File: src/hdl/best_master_clock_selector_assert.svh
// Assertion macros shared by the best master clock selector modules.
`ifndef BEST_MASTER_CLOCK_SELECTOR_ASSERT_SVH
`define BEST_MASTER_CLOCK_SELECTOR_ASSERT_SVH
// Property checked on every clock edge outside reset.
`define BMCS_ASSERT(lbl, clk, rst_n, prop, msg) \
  lbl: assert property (@(posedge clk) disable iff (!rst_n) prop) else $error(msg);
// Signal holds its value on the next edge when the condition is true.
`define BMCS_HOLD(lbl, clk, rst_n, cond, sig, msg) \
  lbl: assert property (@(posedge clk) disable iff (!rst_n) cond |=> $stable(sig)) \
    else $error(msg);
`endif

File: src/hdl/bmcs_pkg.sv
// ----------------------------------------------------------------------------
// bmcs_pkg: shared types and constants
// Types, codes and the dataset comparison used by the selector.
// ----------------------------------------------------------------------------
`timescale 1ns / 1ps
`default_nettype none
package bmcs_pkg;
  localparam int unsigned MaxRecords = 8;
  localparam int unsigned SlotW = $clog2(MaxRecords);
  localparam int unsigned CountW = $clog2(MaxRecords + 1);
  localparam int unsigned CfgIdxW = 3;
  localparam int unsigned CfgDataW = 64;
  localparam logic [7:0] ClassMasterOnly = 8'd128;

  localparam logic [CfgIdxW-1:0] RegOwnIdentity = 3'd0;
  localparam logic [CfgIdxW-1:0] RegOwnPriority1 = 3'd1;
  localparam logic [CfgIdxW-1:0] RegOwnClass = 3'd2;
  localparam logic [CfgIdxW-1:0] RegOwnAccuracy = 3'd3;
  localparam logic [CfgIdxW-1:0] RegOwnVariance = 3'd4;
  localparam logic [CfgIdxW-1:0] RegOwnPriority2 = 3'd5;
  localparam logic [CfgIdxW-1:0] RegCapacity = 3'd6;

  localparam logic [2:0] StListening = 3'd0;
  localparam logic [2:0] StMaster = 3'd1;
  localparam logic [2:0] StPassive = 3'd2;
  localparam logic [2:0] StSlave = 3'd3;
  localparam logic [2:0] StNone = 3'd4;

  localparam logic CmdAdd = 1'b0;
  localparam logic CmdRun = 1'b1;

  typedef struct packed {
    logic        command;
    logic [63:0] sender_identity;
    logic [15:0] sender_port;
    logic [63:0] gm_identity;
    logic [7:0]  gm_priority1;
    logic [7:0]  gm_class;
    logic [7:0]  gm_accuracy;
    logic [15:0] gm_variance;
    logic [7:0]  gm_priority2;
    logic [15:0] hops;
    logic        now_listening;
  } in_item_t;

  typedef struct packed {
    logic [2:0]  decided_state;
    logic [2:0]  best_slot;
    logic        master_changed;
    logic [15:0] new_hops;
    logic [2:0]  written_slot;
    logic        was_known;
    logic [3:0]  records_held;
  } out_item_t;

  // Dataset of one record as seen by the comparator.
  typedef struct packed {
    logic [63:0] gm;
    logic [47:0] quality;
    logic [15:0] hops;
    logic [63:0] sender;
  } dataset_t;

  // Commands from the controller to the datapath.
  typedef struct packed {
    logic load;        // capture the input item
    logic search_init; // start the sender search
    logic search_step; // test one slot
    logic add_commit;  // write the record
    logic scan_init;   // start the best record scan
    logic scan_step;   // compare one slot against the best
    logic decide;      // compare own dataset and set the result
  } dp_cmd_t;

  // Status from the datapath.
  typedef struct packed {
    logic is_run;
    logic search_done;
    logic scan_done;
  } dp_sts_t;

  // Returns 2'b01 if a is better, 2'b10 if b is better, 2'b00 undecided.
  function automatic logic [1:0] compare_sets(input dataset_t a, input dataset_t b,
                                              input logic [63:0] own_id);
    logic [16:0] ha1;
    logic [16:0] hb1;
    logic [1:0]  r;
    ha1 = {1'b0, a.hops} + 17'd1;
    hb1 = {1'b0, b.hops} + 17'd1;
    if (a.gm != b.gm) begin
      if (a.quality > b.quality) r = 2'b10;
      else if (b.quality > a.quality) r = 2'b01;
      else r = (a.gm > b.gm) ? 2'b10 : 2'b01;
    end else if ({1'b0, a.hops} > hb1) begin
      r = 2'b10;
    end else if ({1'b0, b.hops} > ha1) begin
      r = 2'b01;
    end else if (a.hops > b.hops) begin
      r = (a.sender == own_id) ? 2'b00 : 2'b10;
    end else if (a.hops < b.hops) begin
      r = (b.sender == own_id) ? 2'b00 : 2'b01;
    end else if (a.sender > b.sender) begin
      r = 2'b10;
    end else if (a.sender < b.sender) begin
      r = 2'b01;
    end else begin
      r = 2'b00;
    end
    return r;
  endfunction
endpackage
`default_nettype wire

File: src/hdl/bmcs_ctrl.sv
// ----------------------------------------------------------------------------
// bmcs_ctrl: step sequencer
// Accepts one item at a time: search and write steps for an add, scan and
// decision steps for a run; then holds the result until it is transferred.
// ----------------------------------------------------------------------------
`timescale 1ns / 1ps
`default_nettype none
`include "best_master_clock_selector_assert.svh"
module bmcs_ctrl (
  input  wire logic              clk_i,
  input  wire logic              rst_ni,
  input  wire logic              in_valid_i,
  output logic                   in_ready_o,
  output logic                   out_valid_o,
  input  wire logic              out_ready_i,
  output bmcs_pkg::dp_cmd_t      cmd_o,
  input  wire bmcs_pkg::dp_sts_t sts_i
);
  import bmcs_pkg::*;

  typedef enum logic [2:0] {
    S_IDLE, S_DISPATCH, S_SEARCH, S_WRITE, S_SCAN, S_DECIDE, S_OUT
  } state_e;

  state_e state_q;
  logic   out_valid_q;

  assign in_ready_o = (state_q == S_IDLE);
  assign out_valid_o = out_valid_q;

  // Command decode from the current state.
  always_comb begin
    cmd_o = '0;
    unique case (state_q)
      S_IDLE:     cmd_o.load = in_valid_i;
      S_DISPATCH: begin
        cmd_o.search_init = !sts_i.is_run;
        cmd_o.scan_init = sts_i.is_run;
      end
      S_SEARCH:   cmd_o.search_step = !sts_i.search_done;
      S_WRITE:    cmd_o.add_commit = 1'b1;
      S_SCAN:     cmd_o.scan_step = !sts_i.scan_done;
      S_DECIDE:   cmd_o.decide = 1'b1;
      S_OUT:      cmd_o = '0;
      default:    cmd_o = '0;
    endcase
  end

  // State register and registered output valid.
  always_ff @(posedge clk_i or negedge rst_ni) begin
    if (!rst_ni) begin
      state_q <= S_IDLE;
      out_valid_q <= 1'b0;
    end else begin
      unique case (state_q)
        S_IDLE: if (in_valid_i) state_q <= S_DISPATCH;
        S_DISPATCH: state_q <= sts_i.is_run ? S_SCAN : S_SEARCH;
        S_SEARCH: if (sts_i.search_done) state_q <= S_WRITE;
        S_WRITE: begin
          state_q <= S_OUT;
          out_valid_q <= 1'b1;
        end
        S_SCAN: if (sts_i.scan_done) state_q <= S_DECIDE;
        S_DECIDE: begin
          state_q <= S_OUT;
          out_valid_q <= 1'b1;
        end
        S_OUT: if (out_ready_i) begin
          state_q <= S_IDLE;
          out_valid_q <= 1'b0;
        end
        default: state_q <= S_IDLE;
      endcase
    end
  end

  `BMCS_ASSERT(a_no_overlap, clk_i, rst_ni, !(in_ready_o && out_valid_o),
    "input taken while a result is pending")
  `BMCS_ASSERT(a_out_follows, clk_i, rst_ni,
    (cmd_o.add_commit || cmd_o.decide) |=> out_valid_o, "result not presented")
  `BMCS_ASSERT(a_one_cmd, clk_i, rst_ni, $onehot0(cmd_o), "several commands at once")
endmodule
`default_nettype wire

File: src/hdl/bmcs_datapath.sv
// ----------------------------------------------------------------------------
// bmcs_datapath: record table and comparator
// Holds the foreign master table, the configuration, the parent identity and
// one shared dataset comparator used a slot per cycle.
// ----------------------------------------------------------------------------
`timescale 1ns / 1ps
`default_nettype none
`include "best_master_clock_selector_assert.svh"
module bmcs_datapath (
  input  wire logic                      clk_i,
  input  wire logic                      rst_ni,
  input  wire logic                      cfg_we_i,
  input  wire logic [bmcs_pkg::CfgIdxW-1:0]  cfg_idx_i,
  input  wire logic [bmcs_pkg::CfgDataW-1:0] cfg_data_i,
  input  wire bmcs_pkg::in_item_t        in_item_i,
  input  wire bmcs_pkg::dp_cmd_t         cmd_i,
  output bmcs_pkg::dp_sts_t              sts_o,
  output bmcs_pkg::out_item_t            out_item_o
);
  import bmcs_pkg::*;

  // Configuration registers.
  logic [63:0] own_id_q;
  logic [7:0]  own_p1_q, own_cls_q, own_acc_q, own_p2_q;
  logic [15:0] own_var_q;
  logic [3:0]  cap_q;

  // Record table, one register per slot.
  logic [63:0] rec_sid_q [MaxRecords];
  logic [15:0] rec_sport_q [MaxRecords];
  logic [63:0] rec_gm_q [MaxRecords];
  logic [47:0] rec_q_q [MaxRecords];
  logic [15:0] rec_hops_q [MaxRecords];
  logic [15:0] rec_seen_q [MaxRecords];

  logic [CountW-1:0] valid_q;
  logic [SlotW-1:0]  ins_q, best_q, idx_q, j_q;
  logic [CountW-1:0] cnt_q;
  logic              known_q;
  logic [63:0]       par_id_q;
  logic [15:0]       par_port_q;
  in_item_t          item_q;
  out_item_t         out_q;

  logic [CountW-1:0] cap_eff;
  dataset_t          ds_i, ds_best, ds_own;
  logic [1:0]        cmp;
  logic [SlotW-1:0]  j_next;
  logic              hit;
  logic [3:0]        ins_inc;
  logic [SlotW-1:0]  ins_next;
  logic [SlotW-1:0]  wr_slot;
  logic [2:0]        dec_state;
  logic [15:0]       dec_hops;
  logic              dec_changed;

  // Effective capacity clipped to 1..MaxRecords.
  always_comb begin
    if (cap_q == 4'd0) cap_eff = CountW'(1);
    else if ({1'b0, cap_q} > 5'(MaxRecords)) cap_eff = CountW'(MaxRecords);
    else cap_eff = CountW'(cap_q);
  end

  // Ring pointer advance: the incremented pointer reduced modulo the capacity.
  // The pointer may sit above a lowered capacity, so the sum runs up to 8.
  always_comb begin
    ins_inc = {1'b0, ins_q} + 4'd1;
    unique case (cap_eff)
      4'd1: ins_next = '0;
      4'd2: ins_next = {2'b00, ins_inc[0]};
      4'd3: begin
        if (ins_inc >= 4'd6) ins_next = SlotW'(ins_inc - 4'd6);
        else if (ins_inc >= 4'd3) ins_next = SlotW'(ins_inc - 4'd3);
        else ins_next = ins_inc[2:0];
      end
      4'd4: ins_next = {1'b0, ins_inc[1:0]};
      default: ins_next = (ins_inc >= cap_eff) ? SlotW'(ins_inc - cap_eff) : ins_inc[2:0];
    endcase
  end

  // Shared comparator: candidate slot against the current best, or own against best.
  always_comb begin
    ds_i = '{gm: rec_gm_q[idx_q], quality: rec_q_q[idx_q], hops: rec_hops_q[idx_q],
             sender: rec_sid_q[idx_q]};
    ds_best = '{gm: rec_gm_q[best_q], quality: rec_q_q[best_q],
                hops: rec_hops_q[best_q], sender: rec_sid_q[best_q]};
    ds_own = '{gm: own_id_q, quality: {own_p1_q, own_cls_q, own_acc_q, own_var_q, own_p2_q},
               hops: 16'd0, sender: own_id_q};
    cmp = compare_sets(cmd_i.decide ? ds_own : ds_i, ds_best, own_id_q);
  end

  // Port state decision from the record count, the own-versus-best comparison and own class.
  always_comb begin
    dec_state = StSlave;
    dec_hops = '0;
    dec_changed = 1'b0;
    if (valid_q == '0 && item_q.now_listening) begin
      dec_state = StListening;
    end else if (cmp == 2'b01) begin
      dec_state = StMaster;
    end else if (own_cls_q < ClassMasterOnly) begin
      dec_state = StPassive;
    end else begin
      dec_hops = (rec_hops_q[best_q] != 16'hFFFF) ? rec_hops_q[best_q] + 16'd1 : 16'hFFFF;
      dec_changed = !(par_id_q == rec_sid_q[best_q] && par_port_q == rec_sport_q[best_q]);
    end
  end

  // Search match and wrap over the valid records.
  assign hit = (rec_sid_q[j_q] == item_q.sender_identity) &&
               (rec_sport_q[j_q] == item_q.sender_port);
  assign j_next = ({1'b0, j_q} + 1'b1 >= CountW'(valid_q)) ? '0 : j_q + 1'b1;
  assign wr_slot = known_q ? j_q : ins_q;

  assign sts_o.is_run = item_q.command == CmdRun;
  assign sts_o.search_done = (cnt_q >= valid_q) || known_q;
  assign sts_o.scan_done = ({1'b0, idx_q} >= CountW'(valid_q)) || (idx_q == '0);
  assign out_item_o = out_q;

  // Input item register.
  always_ff @(posedge clk_i) begin
    if (cmd_i.load) item_q <= in_item_i;
  end

  // Record table, control state, configuration, parent tracking and the output register.
  always_ff @(posedge clk_i or negedge rst_ni) begin
    if (!rst_ni) begin
      own_id_q <= '0; own_p1_q <= 8'd128; own_cls_q <= 8'd248; own_acc_q <= 8'd254;
      own_var_q <= 16'hFFFF; own_p2_q <= 8'd128; cap_q <= 4'd8;
      valid_q <= '0; ins_q <= '0; best_q <= '0; idx_q <= '0; j_q <= '0; cnt_q <= '0;
      known_q <= 1'b0; par_id_q <= '0; par_port_q <= '0; out_q <= '0;
      for (int k = 0; k < MaxRecords; k++) begin
        rec_sid_q[k] <= '0; rec_sport_q[k] <= '0; rec_gm_q[k] <= '0;
        rec_q_q[k] <= '0; rec_hops_q[k] <= '0; rec_seen_q[k] <= '0;
      end
    end else begin
      if (cfg_we_i) begin
        unique case (cfg_idx_i)
          RegOwnIdentity:  own_id_q <= cfg_data_i;
          RegOwnPriority1: own_p1_q <= cfg_data_i[7:0];
          RegOwnClass:     own_cls_q <= cfg_data_i[7:0];
          RegOwnAccuracy:  own_acc_q <= cfg_data_i[7:0];
          RegOwnVariance:  own_var_q <= cfg_data_i[15:0];
          RegOwnPriority2: own_p2_q <= cfg_data_i[7:0];
          RegCapacity:     cap_q <= cfg_data_i[3:0];
          default: ;
        endcase
      end
      if (cmd_i.search_init) begin
        j_q <= ({1'b0, best_q} < CountW'(valid_q)) ? best_q : '0;
        cnt_q <= '0;
        known_q <= 1'b0;
      end
      if (cmd_i.search_step) begin
        if (hit) known_q <= 1'b1;
        else begin
          j_q <= j_next;
          cnt_q <= cnt_q + 1'b1;
        end
      end
      if (cmd_i.add_commit) begin
        rec_sid_q[wr_slot] <= item_q.sender_identity;
        rec_sport_q[wr_slot] <= item_q.sender_port;
        rec_gm_q[wr_slot] <= item_q.gm_identity;
        rec_q_q[wr_slot] <= {item_q.gm_priority1, item_q.gm_class,
          item_q.gm_accuracy, item_q.gm_variance, item_q.gm_priority2};
        rec_hops_q[wr_slot] <= item_q.hops;
        if (!known_q) rec_seen_q[ins_q] <= '0;
        else if (rec_seen_q[j_q] != 16'hFFFF) rec_seen_q[j_q] <= rec_seen_q[j_q] + 16'd1;
        if (!known_q) begin
          if (valid_q < cap_eff) valid_q <= valid_q + 1'b1;
          ins_q <= ins_next;
        end
        out_q <= '{decided_state: StNone, best_slot: '0, master_changed: 1'b0,
                   new_hops: '0, written_slot: wr_slot, was_known: known_q,
                   records_held: (!known_q && valid_q < cap_eff) ?
                                 4'(valid_q + 1'b1) : 4'(valid_q)};
      end
      if (cmd_i.scan_init) begin
        best_q <= '0;
        idx_q <= SlotW'(1);
      end
      if (cmd_i.scan_step) begin
        if (cmp == 2'b01) best_q <= idx_q;
        idx_q <= idx_q + 1'b1;
      end
      if (cmd_i.decide) begin
        out_q <= '{decided_state: dec_state, best_slot: best_q, master_changed: dec_changed,
                   new_hops: dec_hops, written_slot: '0, was_known: 1'b0,
                   records_held: 4'(valid_q)};
        if (dec_state == StMaster) begin
          par_id_q <= own_id_q;
          par_port_q <= '0;
        end else if (dec_state == StSlave) begin
          par_id_q <= rec_sid_q[best_q];
          par_port_q <= rec_sport_q[best_q];
        end
      end
    end
  end

  `BMCS_ASSERT(a_valid_cap, clk_i, rst_ni, valid_q <= CountW'(MaxRecords),
    "record count above table size")
  `BMCS_HOLD(a_table_hold, clk_i, rst_ni, !cmd_i.add_commit && !cmd_i.decide, valid_q,
    "record count moved outside a write")
  `BMCS_ASSERT(a_best_valid, clk_i, rst_ni,
    cmd_i.decide |-> (valid_q == '0 || {1'b0, best_q} < valid_q), "best slot not valid")
endmodule
`default_nettype wire

File: src/hdl/best_master_clock_selector.sv
// ----------------------------------------------------------------------------
// best_master_clock_selector: one-port best master clock selection
// Foreign master table with add and run commands and the state decision.
// ----------------------------------------------------------------------------
// One item is handled at a time. An add searches the table for the sender and
// then writes the record; a run scans the valid records after the first with the
// single shared dataset comparator and then compares the own dataset with the best.
// The result waits in an output register until it is transferred; the next
// item is taken after that.
`timescale 1ns / 1ps
`default_nettype none
module best_master_clock_selector (
  input  wire logic                          clk_i,
  input  wire logic                          rst_ni,
  input  wire logic                          cfg_we_i,
  input  wire logic [bmcs_pkg::CfgIdxW-1:0]  cfg_idx_i,
  input  wire logic [bmcs_pkg::CfgDataW-1:0] cfg_data_i,
  input  wire logic                          in_valid_i,
  output logic                               in_ready_o,
  input  wire bmcs_pkg::in_item_t            in_data_i,
  output logic                               out_valid_o,
  input  wire logic                          out_ready_i,
  output bmcs_pkg::out_item_t                out_data_o
);
  import bmcs_pkg::*;

  dp_cmd_t cmd;
  dp_sts_t sts;

  // Sequencer.
  bmcs_ctrl u_ctrl (
    .clk_i, .rst_ni, .in_valid_i, .in_ready_o, .out_valid_o, .out_ready_i,
    .cmd_o(cmd), .sts_i(sts)
  );

  // Table and comparator.
  bmcs_datapath u_dp (
    .clk_i, .rst_ni, .cfg_we_i, .cfg_idx_i, .cfg_data_i,
    .in_item_i(in_data_i), .cmd_i(cmd), .sts_o(sts), .out_item_o(out_data_o)
  );
endmodule
`default_nettype wire
File: config.mk
export PLATFORM = sky130hd
export DESIGN_NAME = best_master_clock_selector
export DESIGN_NICKNAME = d
export VERILOG_FILES = /design/src/hdl/bmcs_pkg.sv /design/src/hdl/bmcs_ctrl.sv /design/src/hdl/bmcs_datapath.sv /design/src/hdl/best_master_clock_selector.sv
export VERILOG_INCLUDE_DIRS = /design/src /design/src/hdl
export SDC_FILE = /design/constraint.sdc
export NUM_CORES = 2
export LEC_CHECK = 0
export BUFFER_PORTS_ARGS = -buffer_cell sky130_fd_sc_hd__buf_4
export CORE_MARGIN = 3
export CORE_UTILIZATION = 48
export DETAILED_ROUTE_END_ITERATION = 7
export SLEW_MARGIN = 40
export SYNTH_ARGS = -nofsm -noshare
export SYNTH_HDL_FRONTEND = slang
export SYNTH_SLANG_ARGS = --single-unit
File: constraint.sdc
create_clock -name clk_i -period 19.62 [get_ports clk_i]
set_clock_uncertainty 0.15 [all_clocks]
set_input_delay 3.924 -clock clk_i [delete_from_list [all_inputs] [get_ports clk_i]]
set_output_delay 3.924 -clock clk_i [all_outputs]
set_load 0.02 [all_outputs]
# ---- Word level (Yosys, flattened, before mapping)
# Index checks and enable logic that the tools add are counted.
# W data, S select, Z words.
dict set report word_totals {
  mem_bits_rw 0
  mem_count 0
  input_bits 282
  ff_bits 2126
  mem_bits_ro 0
  word_cells 294
  latch_bits 0
  out_inout_bits 33
}
dict set report classes {
  n_mul 0
  n_div 0
  n_eq_ne 31
  n_lt_le_gt_ge 24
  muxes 112
  n_addsub 12
  reduce_logical 34
  bitwise 5
  n_shift 0
}
# op count
set op_table {}
lappend op_table {{$bwmux W512} 2}
lappend op_table {{$bmux W64 S3} 5}
lappend op_table {{$mux W64} 13}
lappend op_table {{$bwmux W384} 1}
lappend op_table {{$bmux W48 S3} 2}
lappend op_table {{$bwmux W128} 2}
lappend op_table {{$eq A64 B64 Y1} 4}
lappend op_table {{$mux W16} 15}
lappend op_table {{$mux W48} 5}
lappend op_table {{$bmux W16 S3} 4}
lappend op_table {{$demux W64 S3} 1}
lappend op_table {{$mux W192} 1}
lappend op_table {{$demux W48 S3} 1}
lappend op_table {{$gt A64 B64 Y1} 2}
lappend op_table {{$gt A48 B48 Y1} 2}
lappend op_table {{$lt A64 B64 Y1} 1}
lappend op_table {{$ne A64 B64 Y1} 1}
lappend op_table {{$mux W3} 21}
lappend op_table {{$mux W31} 2}
lappend op_table {{$demux W16 S3} 1}
lappend op_table {{$add A16 B1 Y17 const B} 2}
lappend op_table {{$gt A16 B17 Y1} 2}
lappend op_table {{$eq A16 B16 Y1} 2}
lappend op_table {{$mux W4} 6}
lappend op_table {{other kinds (46)} 120}

# ---- Depth between registers and ports, before layout
dict set report depth {
  depth_word 19
  ltp_mapped 27
  depth_no_buf 19
}

# ---- Cells and area by module
# From an unflattened synthesis, not the netlist that was laid out.
dict set report hier_totals {
  hier_cells 8141
  hier_area_um2 116814.5
}
# module instances seq_area_each_um2 area_per_inst_um2 cells_each
set modules_own_cells {}
lappend modules_own_cells {bmcs_datapath 1 54190.7 116495.5 8108}
lappend modules_own_cells {bmcs_ctrl 1 100.1 319.1 33}

# ---- Worst setup path after synthesis
# No wires, ideal clock.
dict set report synth_path {
  kind {input-to-reg}
  start {in in_valid_i}
  end {reg u_dp.item_q[0] (netlist name), enable pin}
  path_slack_ns 10.190
  path_stages 1
  t_required_ns 18.874
  arrival_time_ns 8.685
  path_cell_list {and2_1}
}
dict set report synth_between {
  elab_chain_cells 1
}
# element line_no
set synth_rtl {}
lappend synth_rtl {{from (decl)} best_master_clock_selector.sv:18} ;# input wire logic in_valid_i,
lappend synth_rtl {{$mux W1} bmcs_ctrl.sv:34} ;# unique case (state_q)
lappend synth_rtl {{to (signal assigned)} bmcs_datapath.sv:122} ;# if (cmd_i.load) item_q <= in_item_i;
lappend synth_rtl {{to (decl)} bmcs_datapath.sv:42} ;# in_item_t item_q;
# No other way between the ends.
# A chain may end at the register's enable or synchronous reset.

# ---- Final worst setup path
dict set report layout_path {
  start {reg u_dp.best_q[1]}
  end {reg u_dp.par_id_q[13]}
}
dict set report layout_between {
  elab_chain_cells 18
}
# element line_no
set layout_rtl {}
lappend layout_rtl {{from (decl)} bmcs_datapath.sv:37} ;# logic [SlotW-1:0] ins_q, best_q, idx_q, j_q;
lappend layout_rtl {{from (signal assigned)} bmcs_datapath.sv:184} ;# if (cmp == 2'b01) best_q <= idx_q;
lappend layout_rtl {{$not A3 Y4 (not written as such) *} {bmcs_datapath.sv:85, bmcs_datapath.sv:86, bmcs_datapath.sv:195}}
lappend layout_rtl {{$bmux W64 S3} {bmcs_datapath.sv:86, bmcs_datapath.sv:195}}
lappend layout_rtl {{$mux W64 (not written as such) (2 in a row)} {bmcs_datapath.sv:86, bmcs_datapath.sv:195}}
lappend layout_rtl {{$lt A64 B64 Y1} bmcs_pkg.sv:104} ;# end else if (a.sender < b.sender) begin
lappend layout_rtl {{$mux W1} bmcs_pkg.sv:104}
lappend layout_rtl {{$mux W2} bmcs_pkg.sv:102} ;# end else if (a.sender > b.sender) begin
lappend layout_rtl {{$mux W2} bmcs_pkg.sv:100} ;# end else if (a.hops < b.hops) begin
lappend layout_rtl {{$mux W2} bmcs_pkg.sv:98} ;# end else if (a.hops > b.hops) begin
lappend layout_rtl {{$mux W2} bmcs_pkg.sv:96} ;# end else if ({1'b0, b.hops} > ha1) begin
lappend layout_rtl {{$mux W2} bmcs_pkg.sv:94} ;# end else if ({1'b0, a.hops} > hb1) begin
lappend layout_rtl {{$mux W2} bmcs_pkg.sv:90} ;# if (a.gm != b.gm) begin
lappend layout_rtl {{$eq A2 B1 Y1} bmcs_datapath.sv:99} ;# end else if (cmp == 2'b01) begin
lappend layout_rtl {{$mux W3} bmcs_datapath.sv:99}
lappend layout_rtl {{$mux W3} bmcs_datapath.sv:97} ;# if (valid_q == '0 && item_q.now_listening) begin
lappend layout_rtl {{$eq A3 B2 Y1 / $eq A3 B1 Y1 (equally long branches)} {bmcs_datapath.sv:194, bmcs_datapath.sv:191}}
lappend layout_rtl {{$reduce_bool A2 Y1 (no source line)} --}
lappend layout_rtl {{$reduce_and A2 Y1 (no source line)} --}
lappend layout_rtl {{to (signal assigned)} bmcs_datapath.sv:192} ;# par_id_q <= own_id_q;
lappend layout_rtl {{to (signal assigned)} bmcs_datapath.sv:195} ;# par_id_q <= rec_sid_q[best_q];
lappend layout_rtl {{to (decl)} bmcs_datapath.sv:40} ;# logic [63:0] par_id_q;
# Every way passes the cells marked *; elsewhere a longest branch is shown, timed or not. The select of a mux whose other input is x is not followed.

==> impl_metrics.tcl <==
set metrics [dict create \
    status "completed" \
    start_kind "flip-flop" \
    startpoint "u_dp.best_q[1]$_DFF_PN0_" \
    layout-drive-gt1-share 0.4416 \
    numCtsBuffers 232 \
    r2r-start "u_dp.best_q[1]$_DFF_PN0_" \
    cp_max_fo 53 \
    cts_root_buf "clkbuf_16" \
    grt_pass1_vias 77950 \
    grt_usage 0.2913 \
    drc 0 \
    clkSlewWorstSetupHoldPaths_ns 0.06 \
    ir_drop_mv 0.2403 \
    cts_resized 0 \
    final_nets 8804 \
    reg2reg_slack_ns 11.35 \
    hold_ws_ns 0.3328 \
    n_fill_cell 19880 \
    finalWorstSetupSlack_ns 11.35 \
    final_util 0.5425 \
    insertion_delay_ns 0.90 \
    hold_path_depth 2 \
    rsz0062_at_grt "no" \
    fmax_ghz 0.1209 \
    hp-class "reg -> reg" \
    crit_type "reg -> reg" \
    grtUsageMet1 0.4160 \
    tightest_slew_ns 0.9542 \
    synth_edf_count 210 \
    overflow 0 \
    dieArea_um2 249500 \
    use_met3 0.04995 \
    cellPowerDensity_nw_per_um2 176.5 \
    hold_viol 0 \
    wirelength_um 364600 \
    grt_pass1_wl_um 541200 \
    worstSetupEndpointType "flip-flop" \
    finalCritPeriodShare 0.4217 \
    die_x_um 499.5 \
    port_buffers 314 \
    syn_area_um2 116900 \
    setup_viol 0 \
    antenna_found_initial 28 \
    cts_hold_buf 0 \
    postCtsSetupRepairBufs 0 \
    vias 75730 \
    area_delta_synth_final_pct 12.04 \
    cts_max_level 4 \
    dr.pass1.iters 6 \
    p_leak_nw 55.53 \
    min_period_ns 8.275 \
    r2r_cells 16 \
    relSlewSlack 0.3513 \
    gr-max-usage-layer "met2" \
    drv_slew 0 \
    seqCellArea_um2 54320 \
    multi_input_area_um2 59660 \
    avgSynthCellArea_um2 14.23 \
    ctsLongestPathBuffers 3 \
    synth_flop_cell "dfrtp_1" \
    synth.yosys.seq_area_share 0.4644 \
    maxCapViolations 0 \
    viasPerCell 6.492 \
    hpwlAfterDp_um 234700 \
    ant_nets 0 \
    globalplace.congestion 0.9580 \
    core_region_area_um2 241400 \
    ys_types 77 \
    grt_max_degree 146 \
    crit_arrival_ns 8.83 \
    post_drt_wl_per_cell_um 31.26 \
    synthArstFlopShare 0.9012 \
    start_util 0.4842 \
    dp_worst_setup_slack_ns 10.85 \
    met2_usage 0.4478 \
    netlist_instances 8215 \
    ys_ff_latch 2126 \
    r2r_end "u_dp.par_id_q[13]$_DFFE_PN0P_" \
    ioPinCount 315 \
    yosysWarnings 0 \
    cp.required_ns 20.18 \
    drtIter0Drc 7219 \
    finalSetupTns_ns 0 \
    cts_tree "built" \
    die_y_um 499.5 \
    crit_end "u_dp.par_id_q[13]$_DFFE_PN0P_" \
    rows 180 \
    clock_sink_count 2126 \
    syn_nets 8752 \
]
flip-flops by register name (all words and copies together), names as in the netlist, 3 cells and up:
signal,count
u_dp.par_port_q,16
u_dp.rec_sid_q,512
u_dp.own_p1_q,8
u_dp.rec_hops_q,128
u_dp.own_acc_q,8
u_dp.rec_sport_q,128
u_dp.rec_q_q,384
u_dp.cnt_q,4
u_dp.valid_q,4
u_dp.best_q,3
u_dp.j_q,3
u_dp.idx_q,3
u_dp.par_id_q,64
u_dp.cap_q,4
u_ctrl.state_q,3
u_dp.ins_q,3
u_dp.own_var_q,16
u_dp.out_item_o,31
u_dp.rec_gm_q,512
u_dp.own_p2_q,8
u_dp.own_id_q,64
u_dp.own_cls_q,8
u_dp.item_q,209
worst min path at each step:
stage / endpoint / slack [ns] / startpoint
3_5_place_dp: u_dp.out_item_o[3]$_DFFE_PN0P_ / 0.32 / u_dp.out_item_o[3]$_DFFE_PN0P_
6_report: u_dp.out_item_o[3]$_DFFE_PN0P_ / 0.33 / u_dp.out_item_o[3]$_DFFE_PN0P_
2_1_floorplan: u_dp.own_p2_q[0]$_DFFE_PN0P_ / 0.33 / u_dp.own_p2_q[0]$_DFFE_PN0P_
5_1_grt: u_dp.par_port_q[6]$_DFFE_PN0P_ / 0.37 / u_dp.par_port_q[6]$_DFFE_PN0P_
4_1_cts: u_dp.out_item_o[3]$_DFFE_PN0P_ / 0.34 / u_dp.out_item_o[3]$_DFFE_PN0P_
3_3_place_gp: u_dp.out_item_o[6]$_DFFE_PN0P_ / 0.32 / u_dp.out_item_o[6]$_DFFE_PN0P_
worst max-delay path, stage by stage (launching register included):
cell and delay, ns:
dfrtp_4 0.84, buf_4 0.76, buf_4 0.79, mux4_2 0.40, mux2i_1 0.18, ha_1 0.19
nand4_1 0.13, or3_1 0.49, or4_1 0.64, or3_1 0.54, o211ai_1 0.60, o21ai_0 0.24
o21a_4 0.39, buf_4 0.35, o31ai_4 0.31, buf_4 0.69, a221oi_1 0.24
power by group:
group	internal [W]	switching (W)	leakage (nW)	total [W]
Combinational	0.00536	0.00612	24.8	0.0115
Sequential	0.00578	0.00130	26.8	0.00707
Clock	0.00268	0.00188	3.91	0.00456
Total	0.0138	0.00930	55.5	0.0231
cell families after synthesis:
kind of cell | Yosys count | synth area share
compound gates | 609 | 0.03837
xor+xnor | 253 | 0.01896
buf+inv | 796 | 0.02776
fa+ha+maj | 255 | 0.02736
simple gates | 1118 | 0.04188
mux | 3058 | 0.3812
flops | 2126 | 0.4644
cells in the final DEF (no fill, tap or decap), drive strengths merged, types with 89 or more instances in the layout:
cell / instances
a21oi: 96
a31oi: 179
buf: 480
clkbuf: 353
dfrtp: 1885
edfxtp: 210
ha: 254
inv: 141
mux2: 1785
mux2i: 350
mux4: 923
nand2: 557
nor2: 242
nor3: 89
xnor2: 238
Yosys cell counts, types with 7 or more instances:
cell       instances  area (um2)
o21a_1            11       82.58
edfxtp_1         210        6306
dfstp_2           31       814.5
nor3_1            88       440.4
a221oi_2          49       735.7
o21ai_0           72       360.4
a21oi_1           96       480.5
a22o_1             9       78.83
xnor2_1          238        2085
and2_1             8       50.05
xor2_1            15       131.4
a21o_1            40       300.3
ha_1             254        3178
a32o_1            33       330.3
a221oi_1          22       192.7
a2111oi_0          7       61.31
buf_6             20       225.2
or3_1             10       62.56
mux2_2          1785       20100
nand4_1           55       344.1
buf_2             44       220.2
mux4_2           923       20790
inv_1            130       488.0
a211oi_1          11       82.58
nand3_1           40       200.2
nor4_1            57       356.6
o211ai_1           8       60.06
mux2i_1          327        3273
dfrtp_1         1885       47170
mux2i_2           13       178.9
nor2b_1           17       106.4
a31oi_1          179        1120
a22oi_1           38       285.3
mux2i_4           10       225.2
nand2b_1          11       68.82
clkbuf_1         392        1471
buf_4             14       105.1
nand2_1          557        2091
buf_1            194       728.2
nor2_1           242       908.4
routing by layer:
layer,up-vias,wire length (um)
met5,-,112
met4,18,14680
met3,635,23250
met2,2656,167700
met1,40870,158900
li1,31550,-
area by class of cell:
type	instances	area share
diodes	9	0.0001720
clock buffers	351	0.05227
inverters	132	0.003878
multi-input cells	5293	0.4555
flip-flops and latches	2126	0.4147
well taps	3185	0.03043
clock inverters	88	0.008579
repair buffers	482	0.03446
per-stage QoR:
| stage | power [W] | instance area [um2] | instances |
|---|---|---|---|
| floorplan | 0.01471 | 116900 | 8215 |
| global placement | 0.01817 | 121900 | 11190 |
| detailed placement | 0.01848 | 122700 | 11210 |
| CTS | 0.02312 | 130700 | 11650 |
| global route | 0.02436 | 131000 | 11660 |
| finish | 0.02312 | 131000 | 11670 |
Note: power is estimated with default switching activity, not from simulation.
